==> config.mk <==
export PLATFORM = sky130hd
export DESIGN_NAME = oneshot_delay_timer_bank
export DESIGN_NICKNAME = d
export VERILOG_FILES = /design/src/rtl/core/osdt_pkg.sv /design/src/rtl/core/osdt_cell.sv /design/src/rtl/core/oneshot_delay_timer_bank.sv
export SDC_FILE = /design/constraint.sdc
export NUM_CORES = 1
export LEC_CHECK = 0
export BUFFER_PORTS_ARGS = -buffer_cell sky130_fd_sc_hd__buf_2
export CELL_PAD_IN_SITES_DETAIL_PLACEMENT = 1
export CELL_PAD_IN_SITES_GLOBAL_PLACEMENT = 1
export CORE_MARGIN = 5
export CORE_UTILIZATION = 50
export DETAILED_ROUTE_END_ITERATION = 8
export PLACE_DENSITY = 0.9
export SKIP_LAST_GASP = 1
export SLEW_MARGIN = 15
export SYNTH_ARGS = -nofsm -noshare
export SYNTH_HDL_FRONTEND = slang
export SYNTH_HIERARCHICAL = 1
export SYNTH_SLANG_ARGS = --single-unit
==> constraint.sdc <==
create_clock -name clk -period 10.24 [get_ports clk]
set_input_delay 0 -clock clk [delete_from_list [all_inputs] [get_ports clk]]
set_output_delay 0 -clock clk [all_outputs]
set_load 0.01 [all_outputs]
==> src/rtl/core/osdt_pkg.sv <==
`default_nettype none
package osdt_pkg;

  localparam int NUM_CHANNELS_DEF = 8;
  localparam int DELAY_BITS_DEF   = 16;

  localparam logic [1:0] OP_TICK   = 2'd0;
  localparam logic [1:0] OP_ARM    = 2'd1;
  localparam logic [1:0] OP_CANCEL = 2'd2;

  typedef struct packed {
    logic [1:0]  operation;
    logic [2:0]  channel;
    logic [15:0] delay_ms;
  } in_item_t;

  typedef struct packed {
    logic [2:0]  fired_channel;
    logic [31:0] time_ms;
    logic        last_of_run;
  } out_item_t;

  // broadcast to every cell for one accepted transaction
  typedef struct packed {
    logic        tick;
    logic        arm;
    logic        cancel;
    logic [2:0]  channel;
    logic [15:0] delay_ms;
  } cell_cmd_t;

endpackage
`default_nettype wire

==> src/rtl/core/osdt_cell.sv <==
`default_nettype none
module osdt_cell #(
  parameter int INDEX      = 0,
  parameter int DELAY_BITS = osdt_pkg::DELAY_BITS_DEF
) (
  input  wire                 clk,
  input  wire                 rst_n,
  input  osdt_pkg::cell_cmd_t cmd,
  input  wire                 tok_in,
  input  wire                 advance,
  input  wire                 emit_ok,
  output logic                tok_out,
  output logic                pend
);

  localparam logic [32:0] DELAY_MAX = (33'd1 << DELAY_BITS) - 33'd1;

  logic                  armed_r, armed_nxt;
  logic                  pend_r, pend_nxt;
  logic                  tok_r, tok_nxt;
  logic [DELAY_BITS-1:0] remain_r, remain_nxt;
  logic [DELAY_BITS-1:0] load_val;
  logic                  hit;

  assign hit = (32'(cmd.channel) == INDEX);
  assign load_val = (33'(cmd.delay_ms) > DELAY_MAX) ? '1 : DELAY_BITS'(cmd.delay_ms);

  always_comb begin
    armed_nxt  = armed_r;
    pend_nxt   = pend_r;
    remain_nxt = remain_r;
    tok_nxt    = tok_r;
    if (cmd.tick || advance) begin
      tok_nxt = tok_in;
    end
    if (cmd.arm && hit) begin
      armed_nxt  = 1'b1;
      remain_nxt = load_val;
    end else if (cmd.cancel && hit) begin
      armed_nxt = 1'b0;
    end else if (cmd.tick && armed_r) begin
      if (remain_r == '0) begin
        armed_nxt = 1'b0;
        pend_nxt  = 1'b1;
      end else begin
        remain_nxt = remain_r - 1'b1;
      end
    end
    if (tok_r && pend_r && emit_ok) begin
      pend_nxt = 1'b0;
    end
  end

  always_ff @(posedge clk) begin
    if (!rst_n) begin
      armed_r  <= 1'b0;
      pend_r   <= 1'b0;
      tok_r    <= 1'b0;
      remain_r <= '0;
    end else begin
      armed_r  <= armed_nxt;
      pend_r   <= pend_nxt;
      tok_r    <= tok_nxt;
      remain_r <= remain_nxt;
    end
  end

  assign tok_out = tok_r;
  assign pend    = pend_r;

endmodule
`default_nettype wire

==> src/rtl/core/oneshot_delay_timer_bank.sv <==
// Bank of one-shot millisecond delay channels built as a row of channel cells.
// Arm and cancel transactions never stall the input. A tick transaction updates
// every cell at once, then a scan token walks the row one cell per cycle unless
// a fired cell waits on a stalled output, and each expired channel emits one
// event in index order, the last one marked. While any fired channel is still
// waiting to be reported the input is stalled; a tick that fires nothing never
// stalls it.
`default_nettype none
module oneshot_delay_timer_bank #(
  parameter int NUM_CHANNELS = osdt_pkg::NUM_CHANNELS_DEF,
  parameter int DELAY_BITS   = osdt_pkg::DELAY_BITS_DEF
) (
  input  wire                 clk,
  input  wire                 rst_n,
  input  wire                 in_valid,
  output logic                in_stall,
  input  osdt_pkg::in_item_t  in_data,
  output logic                out_valid,
  input  wire                 out_stall,
  output osdt_pkg::out_item_t out_data
);

  localparam int IDX_W = (NUM_CHANNELS > 1) ? $clog2(NUM_CHANNELS) : 1;

  osdt_pkg::cell_cmd_t     cmd;
  logic [NUM_CHANNELS-1:0] tok_vec;
  logic [NUM_CHANNELS-1:0] pend_vec;
  logic                    in_acc, busy, hit, slot_free, advance, emit, last;
  logic [IDX_W-1:0]        idx_r, idx_nxt;
  logic [31:0]             millis_r, millis_nxt;
  logic                    out_valid_r, out_valid_nxt;
  osdt_pkg::out_item_t     out_data_r, out_data_nxt;

  assign busy     = |pend_vec;
  assign in_stall = busy;
  assign in_acc   = in_valid && !busy;

  assign cmd.tick     = in_acc && (in_data.operation == osdt_pkg::OP_TICK);
  assign cmd.arm      = in_acc && (in_data.operation == osdt_pkg::OP_ARM);
  assign cmd.cancel   = in_acc && (in_data.operation == osdt_pkg::OP_CANCEL);
  assign cmd.channel  = in_data.channel;
  assign cmd.delay_ms = in_data.delay_ms;

  assign hit       = |(tok_vec & pend_vec);
  assign slot_free = !out_valid_r || !out_stall;
  assign advance   = !hit || slot_free;
  assign emit      = hit && slot_free;
  // lower pending cells are already reported, so one left means last
  assign last      = ((pend_vec & (pend_vec - 1'b1)) == '0);

  genvar g;
  generate
    for (g = 0; g < NUM_CHANNELS; g++) begin : g_cell
      logic tok_feed;
      if (g == 0) begin : g_first
        assign tok_feed = cmd.tick;
      end else begin : g_rest
        assign tok_feed = tok_vec[g-1] && !cmd.tick;
      end
      osdt_cell #(
        .INDEX      (g),
        .DELAY_BITS (DELAY_BITS)
      ) u_cell (
        .clk     (clk),
        .rst_n   (rst_n),
        .cmd     (cmd),
        .tok_in  (tok_feed),
        .advance (advance),
        .emit_ok (slot_free),
        .tok_out (tok_vec[g]),
        .pend    (pend_vec[g])
      );
    end
  endgenerate

  always_comb begin
    idx_nxt       = idx_r;
    millis_nxt    = millis_r;
    out_valid_nxt = out_valid_r;
    out_data_nxt  = out_data_r;
    if (cmd.tick) begin
      idx_nxt    = '0;
      millis_nxt = millis_r + 32'd1;
    end else if (busy && advance) begin
      idx_nxt = idx_r + 1'b1;
    end
    if (emit) begin
      out_valid_nxt              = 1'b1;
      out_data_nxt.fired_channel = 3'(idx_r);
      out_data_nxt.time_ms       = millis_r;
      out_data_nxt.last_of_run   = last;
    end else if (!out_stall) begin
      out_valid_nxt = 1'b0;
    end
  end

  always_ff @(posedge clk) begin
    if (!rst_n) begin
      idx_r       <= '0;
      millis_r    <= '0;
      out_valid_r <= 1'b0;
    end else begin
      idx_r       <= idx_nxt;
      millis_r    <= millis_nxt;
      out_valid_r <= out_valid_nxt;
    end
  end

  always_ff @(posedge clk) begin
    out_data_r <= out_data_nxt;
  end

  assign out_valid = out_valid_r;
  assign out_data  = out_data_r;

endmodule
`default_nettype wire

==> metrics.md, run 1 <==
| Metric | Value |
|---|---|
| Status | finished, final reports clean |
| Worst skew pair latency | 530 ps |
| Sw frac | 23.9% |
| Core footprint | 24900 sq um |
| Crit Path Category | register to register |
| Vias | 11110 |
| Asr flop ratio synth | 0% |
| Top-count cell post-synth | dfxtp_1 |
| Seq pwr share | 44.4% |
| Leak | 4.72 nW |
| DP Wirelength | 23900 um |
| Mapped Avg Cell Area | 9.13 sq um |
| Syn Nets | 1406 |
| Largest family of logic cells by synthesized area | simple AND/OR/NAND/NOR gates |
| Yosys top cell by area | dfxtp_1 |
| Synth area leaders | dfxtp_1, edfxtp_1, a21oi_1 |
| Residual DRC | 0 |
| Pin count of the biggest net entering global routing | 82 |
| Slowest stage delay, CP | 670 ps |
| Post-Syn Area | 12500 sq um |
| CTS buffer count | 25 |
| Switching power | 0.491 mW |
| Synth cell count leaders | dfxtp_1, a21oi_1, o21ai_0, nor2_1, nand2_1 |
| Clock tree buffer depth | 3 |
| Synth top area share | 30.1% |
| Worst slew pin tran | 1170 ps |
| Worst setup SP type | register |
| Initial Util | 50.3% |
| Worst EP required | 10660 ps |
| Max VDD drop | 0.000113 V |
| RSZ-0062 raised after global routing | no |
| Std cell rows | 58 |
| Final period util | 41.1% |
| P&R area growth vs syn | 12.1% |
| CTS root buf | clkbuf_16 |
| Vias in the first global route | 11442 |
| Setup Fix Bufs, Post-CTS | 0 |
| Initial antenna violation count | 2 |
| Hold Buf Count CTS | 20 |
| Share of cells above drive strength 1 | 16.4% |
| Internal | 1.56 mW |
| Clk pwr share | 48.0% |
| Worst Path Max Fanout | 34 |
| Synth Area in Compound Gates | 20.5% |
| Setup violations, final | 0 |
| Flops & latches, synth | 224 |
| Mux cell area share after synthesis | 3.28% |
| DR WL/cell | 21.3 um |
| Pwr Total | 2.05 mW |
| H-tree levels | 1 |
| Min-delay worst type | input pin to register |
| DRT antenna net count | 0 |
| Yosys Warn Count | 6 |
| Die Y | 168 um |
| Antenna cells | 0 |
| Count of buffers from port buffering | 62 |
| Top FF cell, synth | dfxtp_1 |
| Cells after synthesis | 1371 |
| Sink Count | 224 |
| Final Hold Fails | 0 |
| Synth cell types | 86 |
| GRT Total Usage | 25.9% |
| CTS resizes | 0 |
| Fin util | 56.4% |
| Final Net Count | 1456 |
| Worst EP arrival | 4630 ps |
| Clk pin slew, worst setup/hold paths | 70 ps |
| Setup TNS | 0 ps |
| Cell Chain, Critical Path | nor4_2 > nand4b_1 > clkinv_1 > buf_4 > and2_0 > nand2_1 > a21oi_2 > and2_1 > o32ai_2 > dlygate4sd3_1 |
| DRT iter0 DRCs | 804 |
| DRT Pass-1 Iters | 5 |
| Routed WL | 37700 um |
| Synth Area in XOR/XNOR | 6.02% |
| Final GP Congestion | 0.839 |
| CP max stage cell | nand4b_1 |
| Worst slew margin | 21.6% |
| Die width | 168 um |
| Fin area | 14000 sq um |
| Logic pwr share | 7.6% |
| CTS tree | built |
| Post-synth EDFFs | 36 |
| Overflow after GRT | 0 |
| Slew Limit Fails | 0 |
| First-pass GRT wire length | 60600 um |
| Synthesized-area fraction occupied by adder cells | 1.08% |
| Max Cap Violations | 0 |
| Die Footprint | 28300 sq um |
| Pwr Density | 146 nW/um^2 |
| Simple-gate area share of the yosys netlist | 26.1% |
| Post-route minimum period | 4210 ps |
| Ports | 63 |
| Drt via density | 6.28 |
| Register area share after synthesis | 38.7% |
| Layout Skew | 21.0 ps |
| Area after DPL | 12900 sq um |
| Endpoint class of the critical path | register |
| Max Clk Rate | 237 MHz |
==> sequential cells by signal (all words and copies together), names as in the netlist <==
register,count
g_cell.u_cell/armed_r,8
g_cell.u_cell/pend,8
g_cell.u_cell/remain_r,128
g_cell.u_cell/tok_out,8
idx_r,3
millis_r,32
out_data,36
out_valid,1
==> layer usage <==
metal	global-route usage, %	share of wire, %	routed length [um]	up-vias
li1	-	-	-	5195
met1	33.2	42	16000	5485
met2	45.1	48	18200	346
met3	3.66	6.0	2260	82
met4	8.75	3.1	1180	2
met5	0	0.019	7	-
==> logic make-up after synthesis <==
| group | after synthesis |
|---|---|
| xor gates and xnor gates | 86 |
| AOI/OAI and AO/OA | 412 |
| buffers and inverters | 107 |
| adders and majority gates | 11 |
| and+or+nand+nor | 490 |
| DFF | 224 |
| muxes | 41 |
==> worst max-delay path, delay by kind of cell, from the launching register on <==
| kind | cells | cell delay (ps) |
|---|---|---|
| compound gates | 2 | 330 |
| buf+inv | 3 | 1410 |
| flops | 1 | 390 |
| simple gates | 5 | 1960 |
==> power groups by stage <==
stage	clock, mW	combinational [mW]	sequential, mW
after floorplan	0	0.101	0.926
after global placement	0	0.140	0.928
after CTS	0.997	0.152	0.909
final	0.984	0.156	0.910
after detailed placement	0	0.145	0.929
after global routing	1.04	0.168	0.910
==> path summary, 6_finish.rpt <==
kind	startpoint	end	slack, ps	cells after the start
worst max-delay path	g_cell[5].u_cell/pend$_SDFFE_PP0P_	g_cell[2].u_cell/remain_r[1]$_SDFFE_PN0P_	6030	10
worst max register to register	g_cell[5].u_cell/pend$_SDFFE_PP0P_	g_cell[2].u_cell/remain_r[1]$_SDFFE_PN0P_	6030	10
worst min-delay path	in_data[19]	millis_r[14]$_SDFFE_PN0P_	70	6
worst min register to register	millis_r[30]$_SDFFE_PN0P_	out_data[31]$_DFFE_PP_	450	0
==> layout make-up <==
type / count / area [sq um]
Timing Repair Buffer: 92 / 588
Clock inverter: 10 / 188
Multi-Input combinational cell: 1040 / 7150
Inverter: 38 / 143
Sequential cell: 224 / 4840
Tap cell: 330 / 413
Fill cell: 2842 / 10900
Clock buffer: 34 / 709
==> placed cells by master (no fill, tap or decap), drive strengths merged, types with 7 or more instances in the layout <==
cell / synthesis / layout
edfxtp: 36 / 36
or2: 16 / 16
o21ai: 124 / 124
nand4b: 18 / 18
a211oi: 32 / 32
a2111oi: 9 / 9
nand4: 29 / 29
nor4: 30 / 30
dfxtp: 188 / 188
nand3b: 11 / 11
or4: 10 / 10
or3: 29 / 29
nand2: 85 / 85
nand3: 43 / 43
a31oi: 8 / 8
xnor2: 82 / 82
nor4b: 8 / 8
and3: 18 / 18
clkbuf: 41 / 34
o31ai: 8 / 8
o32ai: 7 / 7
mux2i: 41 / 41
a21oi: 188 / 188
nor3b: 7 / 7
dlygate4sd3: 2 / 20
and2: 39 / 39
inv: 36 / 38
buf: 23 / 72
nor3: 40 / 40
ha: 10 / 10
nor2: 89 / 89
a311oi: 8 / 8
a221oi: 9 / 9
and4: 7 / 7
==> per-stage QoR <==
stage,setup slack [ps],std cells,hold slack (ps)
4_1_cts,6090,1768,57.0
3_5_place_dp,6410,1704,412
2_1_floorplan,6850,1371,138
3_3_place_gp,6660,1704,410
6_report,6030,1768,74.4
5_1_grt,5810,1768,97.3
No activity file was read; power rests on OpenSTA's default activity.
==> run 2, diff against run 1 <==
ABC_AREA = 1   (was not set)
CORE_UTILIZATION = 45   (was 50)
PLACE_DENSITY = 0.88   (was 0.9)
clock period = 4.2 ns   (was 10.24 ns; I/O delays follow)
==> run 2 against run 1 <==
Clock skew rose by 3.0 ps. Area after synthesis rose by 12%. Global-route usage is 0.33 points lower. Via count up 30%. Core utilization is 6.0 points lower. Clock power up 140%. Combinational power up 61%. Largest cell class unchanged.
==> metrics.md, run 2 <==
| Metric | Value |
|---|---|
| Status | finished, final reports clean |
| Initial Util | 45.7% (-4.5 points) |
| Top FF cell, synth | dfxtp_1 |
| Post-route minimum period | 2890 ps (-1320 ps) |
| Clk pin slew, worst setup/hold paths | 70 ps (about the same) |
| Dpl ws | 1040 ps (-5360 ps) |
| Setup TNS | 0 ps (unchanged) |
| Core footprint | 30700 sq um (+23%) |
| Max reg flops | 128 (unchanged) |
| Die Footprint | 34800 sq um (+23%) |
| Yosys top cell by area | dfxtp_1 |
| CTS resizes | 0 (unchanged) |
| Synth Area in Compound Gates | 10.1% (-10 points) |
| Max VDD drop | 0.000308 V (+170%) |
| Yosys Warn Count | 6 (unchanged) |
| Routed WL | 46200 um (+23%) |
| R2r endpoint | g_cell[2].u_cell/remain_r[15]$_SDFFE_PN0P_ |
| DRT Pass-1 Iters | 5 (unchanged) |
| Pwr Total | 4.83 mW (+140%) |
| Syn Nets | 2221 (+58%) |
| Synthesized-area fraction occupied by adder cells | 0.892% (-0.19 points) |
| Min-Delay Path Depth | 5 (-1) |
| Final std cells w/o fill | 2651 (+50%) |
| Register-to-register setup slack | 1310 ps (-4720 ps) |
| Slew Limit Fails | 0 (unchanged) |
| Final GP Congestion | 0.869 (+3.6%) |
| Overflow after GRT | 0 (unchanged) |
| R2R Path Start | g_cell[0].u_cell/pend$_SDFFE_PP0P_ |
| GRT Total Usage | 25.6% (-0.33 points) |
| Clock tree buffer depth | 3 (unchanged) |
| Count of buffers from port buffering | 62 (unchanged) |
| Cells after synthesis | 2186 (+59%) |
| Register area share after synthesis | 34.5% (-4.2 points) |
| Endpoint class of the critical path | register |
| DP Wirelength | 31900 um (+34%) |
| Post-synth EDFFs | 36 (unchanged) |
| DRT antenna net count | 0 (unchanged) |
| Flops & latches, synth | 224 (unchanged) |
| Antenna cells | 0 (unchanged) |
| Initial antenna violation count | 0 (-2) |
| Min-delay worst type | input pin to register |
| Final Net Count | 2269 (+56%) |
| Sink Count | 224 (unchanged) |
| CP max stage cell | inv_2 |
| Pin count of the biggest net entering global routing | 68 (-17%) |
| Dpl cells | 2595 (+52%) |
| Final period util | 68.8% (+28 points) |
| Max Clk Rate | 346 MHz (+46%) |
| HP Start | in_data[11] |
| Die width | 187 um (+11%) |
| Asr flop ratio synth | 0% (unchanged) |
| Reg2reg path depth | 13 (+3) |
| Worst EP required | 4620 ps (-6040 ps) |
| Mux cell area share after synthesis | 0% (-3.3 points) |
| Post-Syn Area | 14000 sq um (+12%) |
| Synth cell count leaders | nand2_1, nor2_1, inv_1, dfxtp_1, nand3_1 |
| Worst setup SP type | register |
| Most frequent cells in the layout | nand2_1, nor2_1, inv_1, dfxtp_1, nand3_1 |
| Endpoint, Worst Hold | g_cell[6].u_cell/remain_r[11]$_SDFFE_PN0P_ |
| Worst slew pin tran | 805 ps (-369 ps) |
| Synth Area in XOR/XNOR | 1.87% (-4.1 points) |
| CTS root buf | clkbuf_16 |
| Mapped Avg Cell Area | 6.42 sq um (-30%) |
| Synth top area share | 26.8% (-3.2 points) |
| Worst skew pair latency | 550 ps (+20 ps) |
| Pwr Density | 312 nW/um^2 (+110%) |
| Largest register by flop count | g_cell.u_cell/remain_r |
| Leak | 7.17 nW (+52%) |
| H-tree levels | 1 (unchanged) |
| Die Y | 187 um (+11%) |
| Layout Skew | 24.0 ps (+3.00 ps) |
| Top-count cell post-synth | nand2_1 |
| Slowest stage delay, CP | 520 ps (-150 ps) |
| Max Cap Violations | 0 (unchanged) |
| CP top delay family | simple AND/OR/NAND/NOR gates |
| CP most frequent cell | nand2_1 |
| Commonest non-fill, non-tap cell in the layout | nand2_1 |
| Synth cell types | 40 (-53%) |
| Worst EP arrival | 3310 ps (-1320 ps) |
| Largest family of logic cells by synthesized area | simple AND/OR/NAND/NOR gates |
| Ports | 63 (unchanged) |
| DR WL/cell | 17.4 um (-18%) |
| First-pass GRT wire length | 75800 um (+25%) |
| Worst slew margin | 46.3% (+25 points) |
| Final Hold Fails | 0 (unchanged) |
| Setup violations, final | 0 (unchanged) |
| CTS tree | built |
| Final WS setup | 1310 ps (-4720 ps) |
| RSZ-0062 raised after global routing | no |
| DRT iter0 DRCs | 861 (+7.1%) |
| Vias | 14494 (+30%) |
| Cell Chain, Critical Path | nor2_4 > nand2_2 > nor2_4 > nand3_2 > buf_4 > inv_2 > nand2_1 > nand2_1 > nand3_4 > inv_2 > nand2_1 > nor2_1 > nor2_1 |
| Drt via density | 5.47 (-13%) |
| Vias in the first global route | 14947 (+31%) |
| Share of cells above drive strength 1 | 10.6% (-5.9 points) |
| Synth area leaders | dfxtp_1, nand2_1, nor2_1 |
| Worst Path Max Fanout | 33 (-2.9%) |
| P&R area growth vs syn | 10.3% |
| Residual DRC | 0 (unchanged) |
| Std cell rows | 64 (+10%) |
| Crit Path Category | register to register |
| CTS buffer count | 27 (+8.0%) |
| Simple-gate area share of the yosys netlist | 44.0% (+18 points) |
| Worst path bufs/invs | 3 (unchanged) |
-- run 2: cell types whose count changed after synthesis, moves of 40 or more --
cell / before / now
mux2i_1: 41 / 0
inv_1: 36 / 200
o21ai_1: 4 / 48
nand3_1: 36 / 175
nor2_1: 88 / 420
nand2_1: 83 / 620
xnor2_1: 82 / 16
a21oi_1: 180 / 113
o21ai_0: 120 / 80
-- run 2: how the worst max path moves through the flow --
stage	from	end	slack, ps	cells past startpoint
after floorplan	out_valid$_SDFFE_PN0P_	out_data[0]$_DFFE_PP_	1370	3
after global placement	g_cell[0].u_cell/pend$_SDFFE_PP0P_	g_cell[7].u_cell/remain_r[15]$_SDFFE_PN0P_	1260	12
after detailed placement	g_cell[5].u_cell/pend$_SDFFE_PP0P_	g_cell[7].u_cell/remain_r[7]$_SDFFE_PN0P_	1040	12
after CTS	g_cell[0].u_cell/pend$_SDFFE_PP0P_	g_cell[7].u_cell/remain_r[7]$_SDFFE_PN0P_	1020	12
after global routing	g_cell[2].u_cell/pend$_SDFFE_PP0P_	g_cell[2].u_cell/remain_r[15]$_SDFFE_PN0P_	1060	13
final	g_cell[0].u_cell/pend$_SDFFE_PP0P_	g_cell[2].u_cell/remain_r[15]$_SDFFE_PN0P_	1310	13
-- run 2: worst min-delay path, stage by stage --
cell and delay [ps]:
buf_2 240, nand2_1 120, nand2_1 50, nor2_1 80
nor2_1 50
-- run 2: per-layer routing --
layer  routed length (um)  vias up  GRT usage, %
met5                    0        -             0
met4                 1410        0          7.23
met3                 1650       89          2.65
met2                22300      247          45.4
met1                20900     7073          33.2
li1                     -     7085             -
-- run 2: cell type report --
class	count	area, sq um
fillers	4186	15200
multi-input cells	1694	7990
flip-flops and latches	224	4840
inverters	214	816
clock buffers	38	768
well taps	396	495
repair buffers	73	420
clock inverters	12	131
-- run 2: per-stage QoR --
stage	area, sq um	utilization [%]	hold slack [ps]
6_report	15500	50.4	41.2
5_1_grt	15500	50.4	53.5
4_1_cts	15400	50.3	8.56
3_5_place_dp	14500	47.2	413
3_3_place_gp	14500	47.2	411
2_1_floorplan	14000	-	138
-- run 2: repair_timing --
action                                 in CTS  in global routing
buffers inserted                            0                  0
setup endpoints to repair                   0                  0
endpoints found under the hold margin      24                  0
hold buffers                                5                  0
-- run 2: logic make-up (layout without fill, tap and decap cells) --
logic type | after synthesis | after routing
AND/OR/NAND/NOR | 1384 | 1384
AO/OA/AOI/OAI | 270 | 270
XOR/XNOR | 30 | 30
adder cells (fa/ha/maj) | 10 | 10
flip-flops | 224 | 224
buffers and inverters | 268 | 337
-- run 2: power by group --
part	switching, mW	total (mW)	internal, mW
Sequential	0.00605	2.18	2.18
Combinational	0.190	0.251	0.0615
Clock	0.991	2.40	1.40
Total	1.19	4.83	3.64
==> run 3, diff against run 2 <==
ABC_AREA = 0   (was 1)
CORE_UTILIZATION = 48   (was 45)
PLACE_DENSITY = 0.87   (was 0.88)
clock period = 2.99 ns   (was 4.2 ns; I/O delays follow)
==> run 3 against run 2 <==
First-iteration DRC count down 21%. Clock power rose by 33%. Sequential share of layout area grew 2.5 points. Sequential power rose by 43%. Core utilization increased by 5.0 points. Final cell count decreased by 32%. Critical path depth shrank 3.
==> metrics.md, run 3 (synthesis gave the netlist of run 1 again) <==
| Metric | Value |
|---|---|
| Status | finished, final reports clean |
| Most frequent cells in the layout | dfxtp_1, a21oi_1, o21ai_0, nor2_1, nand2_1 |
| Clock tree buffer depth | 3 (unchanged) |
| Vias | 11318 (-22%) |
| CTS buffer count | 26 (-3.7%) |
| Vias in the first global route | 11479 (-23%) |
| Pwr Total | 6.86 mW (+42%) |
| Initial Util | 48.4% (+2.7 points) |
| Overflow after GRT | 0 (unchanged) |
| Endpoint class of the critical path | register |
| Setup violations, final | 0 (unchanged) |
| CTS tree | built |
| Worst EP required | 3440 ps (-1180 ps) |
| Ports | 63 (unchanged) |
| Count of buffers from port buffering | 62 (unchanged) |
| Drt via density | 6.26 (+14%) |
| H-tree levels | 1 (unchanged) |
| Worst slew pin tran | 1160 ps (+358 ps) |
| Hold_ws | 62.2 ps (+21.0 ps) |
| Std cell rows | 59 (-7.8%) |
| Routed WL | 39300 um (-15%) |
| Die Footprint | 29400 sq um (-16%) |
| First-pass GRT wire length | 62300 um (-18%) |
| Layout Skew | 12.9 ps (-11.1 ps) |
| Commonest non-fill, non-tap cell in the layout | dfxtp_1 |
| Slew Limit Fails | 0 (unchanged) |
| Clk pin slew, worst setup/hold paths | 60 ps (about the same) |
| Worst skew pair latency | 530 ps (-20 ps) |
| Residual DRC | 0 (unchanged) |
| Final period util | 94.8% (+26 points) |
| Core footprint | 25800 sq um (-16%) |
| Dpl ws | -40.5 ps (-1080 ps) |
| Final Net Count | 1487 (-34%) |
| Final GP Congestion | 0.814 (-6.4%) |
| Worst setup SP type | register |
| Initial antenna violation count | 3 (+3) |
| Die width | 171 um (-8.1%) |
| DRT iter0 DRCs | 678 (-21%) |
| Share of cells above drive strength 1 | 19.0% (+8.4 points) |
| DRT antenna net count | 0 (unchanged) |
| Leak | 4.87 nW (-32%) |
| Largest register by flop count | g_cell.u_cell/remain_r |
| Max VDD drop | 0.000469 V (+52%) |
| Min-delay worst type | input pin to register |
| Post-route minimum period | 2830 ps (-54.4 ps) |
| DR WL/cell | 21.7 um (+25%) |
| P&R area growth vs syn | 14.4% |
| Fin area | 14300 sq um (-7.4%) |
| GRT Total Usage | 26.2% (+0.57 points) |
| DP Wirelength | 25200 um (-21%) |
| Pin count of the biggest net entering global routing | 66 (-2.9%) |
| Die Y | 171 um (-8.1%) |
| Final Hold Fails | 0 (unchanged) |
| Max Cap Violations | 0 (unchanged) |
| Worst Path Max Fanout | 33 (unchanged) |
| Max Clk Rate | 353 MHz (+1.9%) |
| CTS root buf | clkbuf_16 |
| Pwr Density | 479 nW/um^2 (+53%) |
| Worst EP arrival | 3280 ps (-30 ps) |
| Worst slew margin | 22.3% (-24 points) |
| Area after DPL | 13200 sq um (-8.9%) |
| Sink Count | 224 (unchanged) |
| DRT Pass-1 Iters | 5 (unchanged) |
| Crit Path Category | register to register |
| Final WS setup | 155 ps (-1160 ps) |
| Max reg flops | 128 (unchanged) |
-- run 3: cell count changes in the layout (fill, tap and decap cells not counted), moves of 37 or more --
cell,change
nor2_1,-332
nand3_1,-142
inv_1,-164
buf_4,+37
a21oi_1,+67
o21ai_1,-44
mux2i_1,+41
o21ai_0,+40
xnor2_1,+66
nand2_1,-537
-- run 3: worst max-delay path, stage by stage, from the launching register on --
cell      delay, ps
dfxtp_1         350
nor4_4          370
buf_4           210
nand4b_1        140
clkinv_1        130
buf_12          200
and2_1          350
and2_1          280
nand4_1         190
or2_2           340
a31oi_1         170
-- run 3: area by class of cell --
cell class / instances / area [sq um]
clock inverters: 12 / 115
fillers: 3023 / 11500
inverters: 38 / 143
diodes: 1 / 2.50
well taps: 335 / 419
clock buffers: 36 / 739
multi-input cells: 1040 / 7240
flip-flops and latches: 224 / 4840
repair buffers: 122 / 820
-- run 3: repair_timing --
action	4_1_cts	5_1_grt
setup endpoints to repair	16	62
pin swaps	0	1
hold buffers	16	0
endpoints found under the hold margin	94	0
buffers inserted	2	3
resized for setup	3	16
-- run 3: power breakdown --
| group | switching, mW | internal, mW | leakage, nW |
|---|---|---|---|
| clock | 1.30 | 1.90 | 0.414 |
| sequential | 0.0375 | 3.08 | 1.79 |
| combinational | 0.369 | 0.179 | 2.67 |
-- run 3: per-stage QoR --
step           utilization, %  setup TNS, ps  instances
6_report                 55.4              0       1808
5_1_grt                  55.4          -1.49       1807
4_1_cts                  55.1          -11.3       1804
3_5_place_dp             51.1          -42.5       1738
3_3_place_gp             51.1              0       1738
2_1_floorplan               -          -38.9       1371
-- run 3: final timing paths --
kind / startpoint / slack, ps / cells after the start / end
worst max register to register: g_cell[7].u_cell/pend$_SDFFE_PP0P_ / 160 / 10 / g_cell[2].u_cell/remain_r[14]$_SDFFE_PN0P_
worst max-delay path: g_cell[7].u_cell/pend$_SDFFE_PP0P_ / 160 / 10 / g_cell[2].u_cell/remain_r[14]$_SDFFE_PN0P_
worst min-delay path: rst_n / 60 / 3 / g_cell[4].u_cell/remain_r[6]$_SDFFE_PN0P_
worst min register to register: millis_r[30]$_SDFFE_PN0P_ / 460 / 0 / out_data[31]$_DFFE_PP_
-- run 3: metal layers --
layer / track usage (%) / up-vias / part of all wire (%)
li1: - / 5271 / -
met1: 33.5 / 5591 / 41
met2: 46.0 / 347 / 49
met3: 3.42 / 103 / 6.1
met4: 8.16 / 6 / 3.3
met5: 0 / - / 0.071
